[src/sv/servo_status_frame_receiver_macros.svh]
// Assertion macros shared by the servo status frame receiver modules
`ifndef SERVO_STATUS_FRAME_RECEIVER_MACROS_SVH
`define SERVO_STATUS_FRAME_RECEIVER_MACROS_SVH

// combinational property sampled on every clock edge out of reset
`define SSFR_ASSERT_HOLD(lbl, prop) \
  lbl: assert property (@(posedge clk_i) disable iff (!rst_ni) (prop)) \
    else $error("ssfr assertion failed");

// antecedent in one cycle implies consequent in the next
`define SSFR_ASSERT_NEXT(lbl, ante, cons) \
  lbl: assert property (@(posedge clk_i) disable iff (!rst_ni) (ante) |=> (cons)) \
    else $error("ssfr assertion failed");

`endif

[src/sv/ssfr_pkg.sv]
// Types and constants of the servo status frame receiver
`default_nettype none

package ssfr_pkg;

  localparam logic [7:0] HDR_BYTE      = 8'hFF;
  localparam logic [7:0] TIMEOUT_RESET = 8'd15;
  localparam logic [7:0] MIN_LEN       = 8'd2;

  typedef enum logic [1:0] {
    FN_START = 2'd0,
    FN_BYTE  = 2'd1,
    FN_TICK  = 2'd2
  } func_e;

  typedef enum logic [1:0] {
    PH_IDLE = 2'd0,
    PH_HEAD = 2'd1,
    PH_BODY = 2'd2
  } phase_e;

  typedef enum logic [2:0] {
    ST_OK       = 3'd0,
    ST_TIMEOUT  = 3'd1,
    ST_FRAME    = 3'd2,
    ST_ID       = 3'd3,
    ST_CHECKSUM = 3'd4
  } status_e;

  localparam logic KIND_PARAM  = 1'b0;
  localparam logic KIND_STATUS = 1'b1;

  typedef struct packed {
    logic [1:0] func;
    logic [7:0] rx_byte;
    logic [7:0] reply_id;
    logic [5:0] expected_count;
    logic       check_count;
  } in_req_t;

  typedef struct packed {
    logic       result_kind;
    logic [7:0] param_byte;
    logic [5:0] param_index;
    logic [2:0] status_code;
    logic [5:0] param_total;
  } out_req_t;

endpackage

`default_nettype wire

[src/sv/servo_status_frame_receiver.sv]
// A request is held in the input register, and its result then sits in the output register.
// Throughput: one request per cycle; the input register and result register are the
// only stages, so a request advances whenever the result register is free or drained.
// Reset: asynchronous, active low; parser idle, byte timeout register back to 15.
// Requests that cause no result pass through without occupying the output.
`default_nettype none

`include "servo_status_frame_receiver_macros.svh"

module servo_status_frame_receiver #(
  parameter int MAX_FRAME_LEN = 64
) (
  input  wire logic              clk_i,
  input  wire logic              rst_ni,
  input  wire logic              in_valid_i,
  output logic                   in_stall_o,
  input  wire ssfr_pkg::in_req_t in_req_i,
  output logic                   out_valid_o,
  input  wire logic              out_stall_i,
  output ssfr_pkg::out_req_t     out_req_o,
  input  wire logic              cfg_we_i,
  input  wire logic [7:0]        cfg_wdata_i
);

  logic               in_full_q, in_full_d;
  ssfr_pkg::in_req_t  in_item_q;
  logic               out_valid_q, out_valid_d;
  ssfr_pkg::out_req_t out_req_q;
  logic [7:0]         timeout_q;
  logic               advance;
  logic               accept;
  logic               res_valid;
  ssfr_pkg::out_req_t res;

  assign advance    = in_full_q && (!out_valid_q || !out_stall_i);
  assign in_stall_o = in_full_q && !advance;
  assign accept     = in_valid_i && !in_stall_o;

  always_comb begin
    in_full_d = in_full_q;
    if (accept) begin
      in_full_d = 1'b1;
    end else if (advance) begin
      in_full_d = 1'b0;
    end
  end

  always_comb begin
    out_valid_d = out_valid_q;
    if (advance) begin
      out_valid_d = res_valid;
    end else if (out_valid_q && !out_stall_i) begin
      out_valid_d = 1'b0;
    end
  end

  ssfr_parse #(
    .MAX_FRAME_LEN(MAX_FRAME_LEN)
  ) u_parse (
    .clk_i      (clk_i),
    .rst_ni     (rst_ni),
    .step_i     (advance),
    .item_i     (in_item_q),
    .timeout_i  (timeout_q),
    .res_valid_o(res_valid),
    .res_o      (res)
  );

  always_ff @(posedge clk_i or negedge rst_ni) begin
    if (!rst_ni) begin
      in_full_q   <= 1'b0;
      out_valid_q <= 1'b0;
      timeout_q   <= ssfr_pkg::TIMEOUT_RESET;
    end else begin
      in_full_q   <= in_full_d;
      out_valid_q <= out_valid_d;
      if (cfg_we_i) begin
        timeout_q <= cfg_wdata_i;
      end
    end
  end

  always_ff @(posedge clk_i) begin
    if (accept) begin
      in_item_q <= in_req_i;
    end
    if (advance) begin
      out_req_q <= res;
    end
  end

  assign out_valid_o = out_valid_q;
  assign out_req_o   = out_req_q;

  `SSFR_ASSERT_HOLD(a_stall_cause, !in_stall_o || (in_full_q && out_valid_q && out_stall_i))
  `SSFR_ASSERT_NEXT(a_out_held, out_valid_q && out_stall_i, out_valid_q && $stable(out_req_q))
  `SSFR_ASSERT_NEXT(a_take_fills, accept, in_full_q)

endmodule

`default_nettype wire

[src/sv/ssfr_parse.sv]
// Frame parser: transaction state and result of one request per step
`default_nettype none

`include "servo_status_frame_receiver_macros.svh"

module ssfr_parse #(
  parameter int MAX_FRAME_LEN = 64
) (
  input  wire logic              clk_i,
  input  wire logic              rst_ni,
  input  wire logic              step_i,
  input  wire ssfr_pkg::in_req_t item_i,
  input  wire logic [7:0]        timeout_i,
  output logic                   res_valid_o,
  output ssfr_pkg::out_req_t     res_o
);

  localparam logic [7:0] MAX_LEN_B = 8'(MAX_FRAME_LEN);

  ssfr_pkg::phase_e phase_q, phase_d;
  logic [6:0] byte_count_q, byte_count_d;
  logic       header_bad_q, header_bad_d;
  logic [7:0] frame_id_q, frame_id_d;
  logic [6:0] frame_len_q, frame_len_d;
  logic [7:0] running_sum_q, running_sum_d;
  logic [7:0] wait_ticks_q, wait_ticks_d;
  logic [7:0] want_id_q, want_id_d;
  logic [5:0] want_count_q, want_count_d;
  logic       count_check_q, count_check_d;

  logic [7:0] rx_b;
  logic       is_hdr;
  logic       head_fail;
  logic [2:0] head_code;
  logic       body_last;
  logic [6:0] total;
  logic       sum_ok;
  logic       count_bad;
  logic [7:0] wait_inc;
  logic       tick_out;
  logic       armed;

  assign rx_b      = item_i.rx_byte;
  assign is_hdr    = (rx_b == ssfr_pkg::HDR_BYTE);
  assign armed     = (phase_q != ssfr_pkg::PH_IDLE);
  assign head_fail = header_bad_q || (frame_id_q != want_id_q) ||
                     (rx_b < ssfr_pkg::MIN_LEN) || (rx_b > MAX_LEN_B);
  assign head_code = header_bad_q                ? ssfr_pkg::ST_FRAME :
                     (frame_id_q != want_id_q)   ? ssfr_pkg::ST_ID    :
                                                   ssfr_pkg::ST_FRAME;
  assign body_last = ({1'b0, byte_count_q} + 8'd1) >= {1'b0, frame_len_q};
  assign total     = frame_len_q - 7'd2;
  assign sum_ok    = (~running_sum_q == rx_b);
  assign count_bad = count_check_q && (total != {1'b0, want_count_q});
  assign wait_inc  = (wait_ticks_q == 8'hFF) ? wait_ticks_q : wait_ticks_q + 8'd1;
  assign tick_out  = (wait_inc >= timeout_i);

  // next state
  always_comb begin
    phase_d       = phase_q;
    byte_count_d  = byte_count_q;
    header_bad_d  = header_bad_q;
    frame_id_d    = frame_id_q;
    frame_len_d   = frame_len_q;
    running_sum_d = running_sum_q;
    wait_ticks_d  = wait_ticks_q;
    want_id_d     = want_id_q;
    want_count_d  = want_count_q;
    count_check_d = count_check_q;
    if (step_i) begin
      case (item_i.func)
        ssfr_pkg::FN_START: begin
          want_id_d     = item_i.reply_id;
          want_count_d  = item_i.expected_count;
          count_check_d = item_i.check_count;
          phase_d       = ssfr_pkg::PH_HEAD;
          byte_count_d  = 7'd0;
          header_bad_d  = 1'b0;
          wait_ticks_d  = 8'd0;
          running_sum_d = 8'd0;
        end
        ssfr_pkg::FN_BYTE: begin
          if (phase_q == ssfr_pkg::PH_HEAD) begin
            wait_ticks_d = 8'd0;
            case (byte_count_q)
              7'd0: begin
                header_bad_d = !is_hdr;
                byte_count_d = 7'd1;
              end
              7'd1: begin
                header_bad_d = header_bad_q | !is_hdr;
                byte_count_d = 7'd2;
              end
              7'd2: begin
                frame_id_d   = rx_b;
                byte_count_d = 7'd3;
              end
              default: begin
                if (head_fail) begin
                  phase_d = ssfr_pkg::PH_IDLE;
                end else begin
                  frame_len_d   = rx_b[6:0];
                  running_sum_d = frame_id_q + rx_b;
                  phase_d       = ssfr_pkg::PH_BODY;
                  byte_count_d  = 7'd0;
                end
              end
            endcase
          end else if (phase_q == ssfr_pkg::PH_BODY) begin
            wait_ticks_d = 8'd0;
            if (body_last) begin
              phase_d = ssfr_pkg::PH_IDLE;
            end else begin
              running_sum_d = running_sum_q + rx_b;
              byte_count_d  = byte_count_q + 7'd1;
            end
          end
        end
        ssfr_pkg::FN_TICK: begin
          if (armed) begin
            wait_ticks_d = wait_inc;
            if (tick_out) begin
              phase_d = ssfr_pkg::PH_IDLE;
            end
          end
        end
        default: begin
        end
      endcase
    end
  end

  // result
  always_comb begin
    res_valid_o = 1'b0;
    res_o       = '0;
    if (step_i && armed) begin
      case (item_i.func)
        ssfr_pkg::FN_BYTE: begin
          if (phase_q == ssfr_pkg::PH_HEAD) begin
            if (byte_count_q > 7'd2 && head_fail) begin
              res_valid_o       = 1'b1;
              res_o.result_kind = ssfr_pkg::KIND_STATUS;
              res_o.status_code = head_code;
            end
          end else if (body_last) begin
            res_valid_o       = 1'b1;
            res_o.result_kind = ssfr_pkg::KIND_STATUS;
            if (!sum_ok) begin
              res_o.status_code = ssfr_pkg::ST_CHECKSUM;
            end else if (count_bad) begin
              res_o.status_code = ssfr_pkg::ST_FRAME;
            end else begin
              res_o.status_code = ssfr_pkg::ST_OK;
              res_o.param_total = total[5:0];
            end
          end else if (byte_count_q != 7'd0) begin
            res_valid_o       = 1'b1;
            res_o.result_kind = ssfr_pkg::KIND_PARAM;
            res_o.param_byte  = rx_b;
            res_o.param_index = 6'(byte_count_q - 7'd1);
          end
        end
        ssfr_pkg::FN_TICK: begin
          if (tick_out) begin
            res_valid_o       = 1'b1;
            res_o.result_kind = ssfr_pkg::KIND_STATUS;
            res_o.status_code = ssfr_pkg::ST_TIMEOUT;
          end
        end
        default: begin
        end
      endcase
    end
  end

  always_ff @(posedge clk_i or negedge rst_ni) begin
    if (!rst_ni) begin
      phase_q       <= ssfr_pkg::PH_IDLE;
      byte_count_q  <= '0;
      header_bad_q  <= 1'b0;
      frame_id_q    <= '0;
      frame_len_q   <= '0;
      running_sum_q <= '0;
      wait_ticks_q  <= '0;
      want_id_q     <= '0;
      want_count_q  <= '0;
      count_check_q <= 1'b0;
    end else begin
      phase_q       <= phase_d;
      byte_count_q  <= byte_count_d;
      header_bad_q  <= header_bad_d;
      frame_id_q    <= frame_id_d;
      frame_len_q   <= frame_len_d;
      running_sum_q <= running_sum_d;
      wait_ticks_q  <= wait_ticks_d;
      want_id_q     <= want_id_d;
      want_count_q  <= want_count_d;
      count_check_q <= count_check_d;
    end
  end

  `SSFR_ASSERT_HOLD(a_body_len, (phase_q != ssfr_pkg::PH_BODY) ||
    ((frame_len_q >= 7'd2) && ({1'b0, frame_len_q} <= MAX_LEN_B)))
  `SSFR_ASSERT_HOLD(a_head_count, (phase_q != ssfr_pkg::PH_HEAD) || (byte_count_q <= 7'd3))
  `SSFR_ASSERT_NEXT(a_status_ends,
    step_i && res_valid_o && (res_o.result_kind == ssfr_pkg::KIND_STATUS),
    phase_q == ssfr_pkg::PH_IDLE)

endmodule

`default_nettype wire

[config.mk]
export PLATFORM = sky130hd
export DESIGN_NAME = servo_status_frame_receiver
export DESIGN_NICKNAME = d
export VERILOG_FILES = /design/src/sv/ssfr_pkg.sv /design/src/sv/servo_status_frame_receiver.sv /design/src/sv/ssfr_parse.sv
export VERILOG_INCLUDE_DIRS = /design/src /design/src/sv
export SDC_FILE = /design/constraint.sdc
export NUM_CORES = 1
export LEC_CHECK = 0
export BUFFER_PORTS_ARGS = -buffer_cell sky130_fd_sc_hd__buf_2
export CAP_MARGIN = 40
export CORE_MARGIN = 2
export CORE_UTILIZATION = 35
export CTS_CLUSTER_DIAMETER = 80
export DETAILED_ROUTE_END_ITERATION = 12
export GPL_TIMING_DRIVEN = 0
export PLACE_DENSITY = 0.52
export SYNTH_ARGS = -nofsm -noshare
export SYNTH_HDL_FRONTEND = slang
export SYNTH_HIERARCHICAL = 1
export SYNTH_SLANG_ARGS = --single-unit
[constraint.sdc]
create_clock -name clk_i -period 4.4 [get_ports clk_i]
set_clock_uncertainty 0.1 [all_clocks]
set_input_delay 0.44 -clock clk_i [delete_from_list [all_inputs] [get_ports clk_i]]
set_output_delay 0.44 -clock clk_i [all_outputs]
set_load 0.01 [all_outputs]
==> summary.md, run 1 <==
| Metric | Value |
|---|---|
| Avg Synthesized Cell Area | 11.65 um^2 |
| Placed Cells | approximately 800 |
| Proportion of layout cells with a drive suffix above 1 | between 20% and 30% |
| Number of enable-type register cells in the synthesized netlist | just under 50 |
| Register area share after synthesis | 50.94% |
| Number of pins with negative max-slew slack in the final report | 0 |
| Family with the most delay on the worst path | compound AO/OA/AOI/OAI gates |
| Proportion of register bits with asynchronous set or reset after synthesis | 57.39% |
| First-pass GRT wire length | between 20000 and 25000 um |
| Final Setup Violations | 0 |
| First-pass detailed-route iteration total | 5 |
| RD Place Congestion | between 0.8 and 0.9 |
| Total internal power | roughly 0.0028 W |
| Dpl hpwl | just under 10000 um |
| Power per cell area | approximately 520 nW/um^2 |
| Maximum buffer depth of the clock tree | 2 |
| Global-route congestion overflow total | 0 |
| Worst path max stage delay | 0.62 ns |
| Highest ir drop seen on vdd | 300.5 uV |
| Slew at the pin closest to its max-slew limit | around 0.74 ns |
| Via density per instance | 4.919 |
| Number of distinct standard cells referenced by the synthesized netlist | 64 |
| Area grow syn2layout | 22.23% |
| Setup TNS | 0 ns |
| Run status | complete, no violations |
| Starting density of the core | a little over a third |
| Root Driver | sky130_fd_sc_hd__clkbuf_16 |
| Min-Delay Path Class | primary input to register |
| Final Non-Filler Cells | around 850 |
| Std-Cell Rows | 48 |
| Postcts setup bufs | 0 |
| YS warnings | 6 |
| Final nets | just under 700 |
| Initial antenna violation count | 0 |
| H-tree level count | 4 |
| TritonCTS clock tree | done |
| Worst Setup End Kind | register |
| Max-Slew Margin vs Limit | 49.96% |
| Logic pwr share | a little under a quarter |
| Combined area of all synthesized cells | 6141 um^2 |
| GRT Util Overall | between 10% and 20% |
| Core region area | between 15000 and 20000 um^2 |
| Number of antenna cells inserted | 0 |
| Number of buffers created by CTS | 17 |
| Startpoint-to-endpoint class of the critical path | register to register |
| DR vias | 4176 |
| Max-cap violations | 0 |
| Flop pwr share | ~36% |
| Count of final hold-check violations | 0 |
| DIE HEIGHT | ~140 um |
| Die Area | between 15000 and 20000 um^2 |
| F_max | approximately 270 MHz |
| Most common flop cell mapped by yosys | sky130_fd_sc_hd__dfrtp_1 |
| Tmin final | between 3 and 4 ns |
| Pin count of the biggest net entering global routing | between 40 and 50 |
| Number of flip-flops and latches in the synthesized netlist | around 120 |
| Library cell contributing the largest single delay on the critical path | sky130_fd_sc_hd__a221oi_4 |
| Die width | about 140 um |
| Buffers & Inverters on Critical Path | 0 |
| Antenna violation net count after detailed routing | 0 |
| Syn_nets | 600 |
| Routed WL per cell | roughly 15 um |
| Unrepaired setup endpoints after global routing | false |
| Part of the power in the clock network | slightly above 40% |
| Nature of the critical path startpoint | register |
| DRC violation count after routing | 0 |
| Required time worst endpoint | approximately 4.6 ns |
| Top-level port count | 64 |
| CTS Sinks | around 120 |
| Final clock period utilization by the worst path | 84.63% |
| Worst EP arrival | between 3 and 4 ns |
| Wirelength, routed | ~13000 um |
| Switching share of power | 27.94% |
| Leakage component of the power | about 3.4 nW |
| Clock latency at the later pin of the worst-skew pair | 0.41 ns |
| Clock slew at reported path FFs | 0.05 ns |
| Critical Path, Cell by Cell | and3_1, nand3_1, and2_1, or2_2, ha_1, a21o_1, a21oi_1, o21ai_1, a221oi_4, o21ai_2, a221o_1 |
| Power dissipated by switching net loads | between 0.001 and 0.0015 W |
| Number of DRC violations after detailed-routing iteration 0 | between 200 and 250 |
| Synthesized instance count | 527 |
| Count of buffers from port buffering | slightly above 60 |
| Maximum fanout along the worst path | 10 |
| Via count of the first global-routing pass | about 4200 |
## power by group through the flow
stage / Clock, W / Sequential (W) / Combinational (W)
floorplan: 0 / 0.00139 / 0.000706
global placement: 0 / 0.00142 / 0.000891
detailed placement: 0 / 0.00143 / 0.000925
CTS: 0.00163 / 0.00141 / 0.000934
global route: 0.00168 / 0.00143 / 0.00104
finish: 0.00159 / 0.00141 / 0.000932
## cell type report
cell class | count | area (um^2)
plain buffers | 17 | 77.57
clock buffers | 20 | 446.7
clock inverters | 11 | 232.7
fillers | 1610 | 9731
inverters | 34 | 127.6
multi-input cells | 361 | 2819
flip-flops and latches | 115 | 3128
well taps | 225 | 281.5
repair buffers | 66 | 392.9
## placed cells by master, fill, tap and decap left out, types with 3 or more instances in the layout
cell and count:
sky130_fd_sc_hd__mux2_4 10, sky130_fd_sc_hd__clkbuf_1 15, sky130_fd_sc_hd__a21boi_0 3, sky130_fd_sc_hd__nor2b_1 6
sky130_fd_sc_hd__clkbuf_16 17, sky130_fd_sc_hd__edfxtp_1 49, sky130_fd_sc_hd__mux2i_1 11, sky130_fd_sc_hd__a21o_1 6
sky130_fd_sc_hd__dfrtp_1 62, sky130_fd_sc_hd__nand3_1 14, sky130_fd_sc_hd__buf_2 63, sky130_fd_sc_hd__and2_1 12
sky130_fd_sc_hd__and3_1 6, sky130_fd_sc_hd__nand4_1 9, sky130_fd_sc_hd__a21oi_1 15, sky130_fd_sc_hd__nor3_1 6
sky130_fd_sc_hd__o21a_1 4, sky130_fd_sc_hd__xnor2_1 18, sky130_fd_sc_hd__bufinv_16 7, sky130_fd_sc_hd__ha_1 34
sky130_fd_sc_hd__inv_1 34, sky130_fd_sc_hd__nor3b_1 4, sky130_fd_sc_hd__o21ai_0 29, sky130_fd_sc_hd__nor2_1 29
sky130_fd_sc_hd__xor2_1 23, sky130_fd_sc_hd__nand2_1 41, sky130_fd_sc_hd__mux2_2 28, sky130_fd_sc_hd__dfstp_2 4
sky130_fd_sc_hd__nand2b_1 6
## cell usage after synthesis, drive strengths merged, types with 3 or more instances
master  number  area share, %
a21boi       4           0.49
a21o         6           0.73
a21oi       15            1.2
and2        13            1.3
and3         6           0.61
buf          4           0.47
clkbuf      13           0.79
dfrtp       62             25
dfstp        4            1.7
edfxtp      49             24
ha          34            6.9
inv         34            2.1
mux2        38            7.6
mux2i       11            1.8
nand2       42            2.7
nand2b       6           0.61
nand3       14            1.1
nand4        9           0.92
nor2        29            1.8
nor2b        6           0.61
nor3         6           0.49
nor3b        4           0.49
nor4         3           0.55
o21a         4           0.49
o21ai       32            2.9
xnor2       18            2.6
xor2        23            3.3
## layer usage
metal	vias up	GRT usage (%)	share of wire, %
met5	-	0	0
met4	0	4.572	0.89
met3	13	3.803	3.7
met2	86	24.97	49
met1	2024	19.13	46
li1	2053	-	-
## through the flow
| step | setup slack, ns | util (%) | hold slack, ns | total power, W | area [um^2] |
|---|---|---|---|---|---|
| floorplan | 0.8467 | - | 0.04441 | 0.002096 | 6141 |
| finish | 0.6764 | 43.55 | 0.1038 | 0.003932 | 7506 |
| CTS | 0.7265 | 43.55 | 0.08411 | 0.003972 | 7506 |
| global route | 0.4981 | 43.55 | 0.08771 | 0.004146 | 7506 |
| detailed placement | 0.7341 | 39.55 | 0.2790 | 0.002352 | 6817 |
| global placement | -0.3334 | 39.06 | 0.3601 | 0.002313 | 6733 |
## worst reg2reg max path: stages (launching register included)
cell                       delay (ns)
sky130_fd_sc_hd__dfrtp_1         0.55
sky130_fd_sc_hd__and3_1          0.26
sky130_fd_sc_hd__nand3_1         0.13
sky130_fd_sc_hd__and2_1          0.21
sky130_fd_sc_hd__or2_2           0.29
sky130_fd_sc_hd__ha_1            0.32
sky130_fd_sc_hd__a21o_1          0.18
sky130_fd_sc_hd__a21oi_1         0.13
sky130_fd_sc_hd__o21ai_1         0.15
sky130_fd_sc_hd__a221oi_4        0.62
sky130_fd_sc_hd__o21ai_2         0.27
sky130_fd_sc_hd__a221o_1         0.41
## final timing paths
path / from / end / slack, ns / cells past startpoint
worst max register to register: u_parse/byte_count_q[0]$_DFFE_PN0P_ / u_parse/byte_count_q[4]$_DFFE_PN0P_ / 0.68 / 11
worst min register to register: in_item_q[11]$_DFFE_PP_ / u_parse/want_id_q[4]$_DFFE_PN0P_ / 0.38 / 1
worst max-delay path: u_parse/byte_count_q[0]$_DFFE_PN0P_ / u_parse/byte_count_q[4]$_DFFE_PN0P_ / 0.68 / 11
worst min-delay path: in_req_i[6] / in_item_q[6]$_DFFE_PP_ / 0.10 / 1
max in group asynchronous: rst_ni / timeout_q[1]$_DFFE_PN1P_ / 3.23 / 3
min in group asynchronous: rst_ni / timeout_q[5]$_DFFE_PN0P_ / 0.39 / 2
## state kept, by name, indices dropped and copies added, names as in the netlist
signal / cells
in_full_q: 1
in_item_q: 25
out_req_o: 24
out_valid_o: 1
timeout_q: 8
u_parse/byte_count_q: 7
u_parse/count_check_q: 1
u_parse/frame_id_q: 8
u_parse/frame_len_q: 7
u_parse/header_bad_q: 1
u_parse/phase_q: 2
u_parse/running_sum_q: 8
u_parse/wait_ticks_q: 8
u_parse/want_count_q: 6
u_parse/want_id_q: 8
## repair_timing
item,4_1_cts,5_1_grt
hold buffers,1,0
resized for setup,0,0
endpoints found under the hold margin,23,0
## cells by family (layout without fill, tap and decap cells)
family | after synthesis | in the layout | synth area share [%]
and+or+nand+nor | 149 | 149 | 13.20
muxes | 49 | 49 | 9.372
buffers and inverters | 51 | 148 | 3.342
xor gates and xnor gates | 41 | 41 | 5.848
AOI/OAI and AO/OA | 87 | 87 | 10.04
DFF | 115 | 115 | 50.94
adders and majority gates | 35 | 35 | 7.254
No activity file was read; power rests on OpenSTA's default activity.
==> inputs of run 2 (changes only) <==
- clock period: 4.4 -> 3.3 ns (I/O delays scaled with it)
==> run 2 against run 1 <==
Compared with the run above:
- hold slack lost 0.059 ns
- sequential cell count is the same
- register-to-register slack got worse by 0.52 ns
- via count is 3.0% higher
- clock-buffer cell count fell by 2
- combinational power grew 41%
- final cell count up 3.5%
- utilization up 1.9 points
- sequential share of layout area down 1.7 points
- global-route usage up 0.56 points
- sequential power is 33% higher
- critical endpoint is now u_parse/byte_count_q[2]$_DFFE_PN0P_
==> summary.md, run 2 (synthesis results as in run 1) <==
| Metric | Value |
|---|---|
| Starting density of the core | 35.63% (unchanged) |
| Via density per instance | 4.895 (-0.48%) |
| Power per cell area | 658.0 nW/um^2 (+26%) |
| DIE HEIGHT | 136.5 um (unchanged) |
| Clock slew at reported path FFs | 0.06 ns (about the same) |
| Highest ir drop seen on vdd | 423.0 uV (+41%) |
| Die width | 136.5 um (unchanged) |
| Slew at the pin closest to its max-slew limit | 0.7705 ns (+0.02664 ns) |
| Power consumption | 0.005150 W (+31%) |
| Clock latency at the later pin of the worst-skew pair | 0.42 ns (about the same) |
| Top-level port count | 64 (unchanged) |
| Cell area after layout | 7826 um^2 (+4.3%) |
| CTS Sinks | 115 (unchanged) |
| First-pass detailed-route iteration total | 4 (-1) |
| Critical path capture point | u_parse/byte_count_q[2]$_DFFE_PN0P_ |
| DR vias | 4303 (+3.0%) |
| Antenna violation net count after detailed routing | 0 (unchanged) |
| Number of cells on the worst reg-to-reg path | 12 (+1) |
| Number of buffers created by CTS | 17 (unchanged) |
| GRT Util Overall | 15.55% (+0.56 points) |
| Pin count of the biggest net entering global routing | 42 (-4.5%) |
| First-pass GRT wire length | 21860 um (+2.9%) |
| Area grow syn2layout | 27.45% |
| TritonCTS clock tree | done |
| Std-Cell Rows | 48 (unchanged) |
| Startpoint-to-endpoint class of the critical path | register to register |
| Routed WL per cell | 15.18 um (-1.5%) |
| Max-cap violations | 0 (unchanged) |
| Max-Slew Margin vs Limit | 48.16% (-1.8 points) |
| Most common cell after layout, fill and taps aside | sky130_fd_sc_hd__buf_2 |
| Tmin final | 3.145 ns (-0.5791 ns) |
| Number of DRC violations after detailed-routing iteration 0 | 254 (+11%) |
| Leakage component of the power | 3.550 nW (+3.4%) |
| Fill cells | 1589 (-1.3%) |
| Maximum buffer depth of the clock tree | 2 (unchanged) |
| Min-Delay Path Class | primary input to register |
| Worst EP arrival | 3.34 ns (-0.57 ns) |
| Count of buffers from port buffering | 62 (unchanged) |
| F_max | 318.0 MHz (+18%) |
| Proportion of layout cells with a drive suffix above 1 | 27.06% (+2.2 points) |
| Launching point of the worst reg2reg path | u_parse/byte_count_q[2]$_DFFE_PN0P_ |
| Terminus of the critical flop-to-flop path | u_parse/byte_count_q[2]$_DFFE_PN0P_ |
| Worst setup path startpoint | u_parse/byte_count_q[2]$_DFFE_PN0P_ |
| Number of antenna cells inserted | 0 (unchanged) |
| Core region area | 17240 um^2 (unchanged) |
| Count of final hold-check violations | 0 (unchanged) |
| Root Driver | sky130_fd_sc_hd__clkbuf_16 |
| Via count of the first global-routing pass | 4292 (+2.1%) |
| Initial antenna violation count | 0 (unchanged) |
| Final clock period utilization by the worst path | 95.29% (+11 points) |
| Worst Setup End Kind | register |
| Dpl hpwl | 9572 um (-2.3%) |
| Nature of the critical path startpoint | register |
| Final Setup Violations | 0 (unchanged) |
| Die Area | 18620 um^2 (unchanged) |
| Most flop-heavy register | in_item_q |
| Worst-case register-to-register setup slack | 0.16 ns (-0.52 ns) |
| Top library cells by usage in the layout, fill and taps aside | 62 x sky130_fd_sc_hd__buf_2, 61 x sky130_fd_sc_hd__dfrtp_1, 49 x sky130_fd_sc_hd__edfxtp_1, 41 x sky130_fd_sc_hd__nand2_1, 34 x sky130_fd_sc_hd__inv_1 |
| H-tree level count | 4 (unchanged) |
| Wirelength, routed | 13350 um (+2.0%) |
| Run status | complete, no violations |
| Global-route congestion overflow total | 0 (unchanged) |
| Maximum fanout along the worst path | 10 (unchanged) |
| Area after DPL | 6809 um^2 (-0.11%) |
| RD Place Congestion | 0.8250 (+0.47%) |
| DRC violation count after routing | 0 (unchanged) |
| Final nets | 714 (+4.2%) |
| Smallest hold slack | 0.04438 ns (-0.05940 ns) |
| Flip-flop count of the largest register, all copies and words added | 25 (unchanged) |
| Number of pins with negative max-slew slack in the final report | 0 (unchanged) |
| Required time worst endpoint | 3.50 ns (-1.09 ns) |
[run 2: cell type report]
cell class / instances / area, um^2 / share of cell area (%)
clock inverter: 14 / 190.2 / 2.430
sequential: 115 / 3129 / 39.98
clock buffer: 18 / 439.2 / 5.612
multi-input combinational: 361 / 2887 / 36.88
buffer: 14 / 77.57 / 0.9912
inverter: 34 / 127.6 / 1.631
tap: 225 / 281.5 / 3.597
timing repair buffer: 98 / 694.4 / 8.873
[run 2: metal layers]
layer | part of all wire [%] | global-route usage, % | vias up
met2 | 48 | 24.75 | 90
li1 | - | - | 2121
met1 | 47 | 20.51 | 2081
met4 | 1.3 | 5.382 | 0
met3 | 4.1 | 4.064 | 11
met5 | 0 | 0 | -
[run 2: how the worst min path moves through the flow]
stage	end	slack, ns	start	cells after the start
6_report	timeout_q[3]$_DFFE_PN1P_	0.04	cfg_wdata_i[3]	2
5_1_grt	timeout_q[4]$_DFFE_PN0P_	0.03	cfg_wdata_i[4]	2
4_1_cts	timeout_q[0]$_DFFE_PN1P_	0.02	cfg_wdata_i[0]	2
3_5_place_dp	timeout_q[5]$_DFFE_PN0P_	0.18	rst_ni	1
3_3_place_gp	u_parse/want_id_q[5]$_DFFE_PN0P_	0.36	in_item_q[12]$_DFFE_PP_	1
2_1_floorplan	in_full_q$_DFFE_PN0P_	-0.07	rst_ni	0
[run 2: critical path: stages (launching register included)]
cell	delay, ns
sky130_fd_sc_hd__dfrtp_1	0.33
sky130_fd_sc_hd__buf_6	0.14
sky130_fd_sc_hd__and3_4	0.19
sky130_fd_sc_hd__nand3_1	0.13
sky130_fd_sc_hd__and2_1	0.20
sky130_fd_sc_hd__or2_2	0.32
sky130_fd_sc_hd__ha_4	0.24
sky130_fd_sc_hd__a21o_1	0.15
sky130_fd_sc_hd__a21oi_1	0.17
sky130_fd_sc_hd__o21ai_2	0.12
sky130_fd_sc_hd__a221oi_4	0.35
sky130_fd_sc_hd__o21ai_2	0.20
sky130_fd_sc_hd__a221o_1	0.38
[run 2: per-stage QoR]
| step | util (%) | TNS (ns) | worst slack [ns] | std cells |
|---|---|---|---|---|
| after floorplan | - | 0 | 0.05690 | 527 |
| after global placement | 39.08 | -3.013 | -0.3425 | 814 |
| after detailed placement | 39.50 | -3.192 | -0.3422 | 817 |
| after CTS | 45.11 | 0 | 0.007587 | 878 |
| after global routing | 45.41 | -0.06769 | -0.02353 | 879 |
| final | 45.41 | 0 | 0.1554 | 879 |
[run 2: report_power, final]
part / internal [W] / switching (W) / leakage [nW]
combinational: 0.000631 / 0.000680 / 1.93
sequential: 0.00170 / 0.000171 / 1.30
clock: 0.00123 / 0.000731 / 0.312
[run 2: what timing repair did]
item / CTS / global route
setup buffers: 3 / 3
gates resized for setup: 10 / 9
hold buffers: 27 / 0
hold endpoints to repair: 51 / 0
endpoints found under the setup margin: 32 / 29
pin swaps: 1 / 3
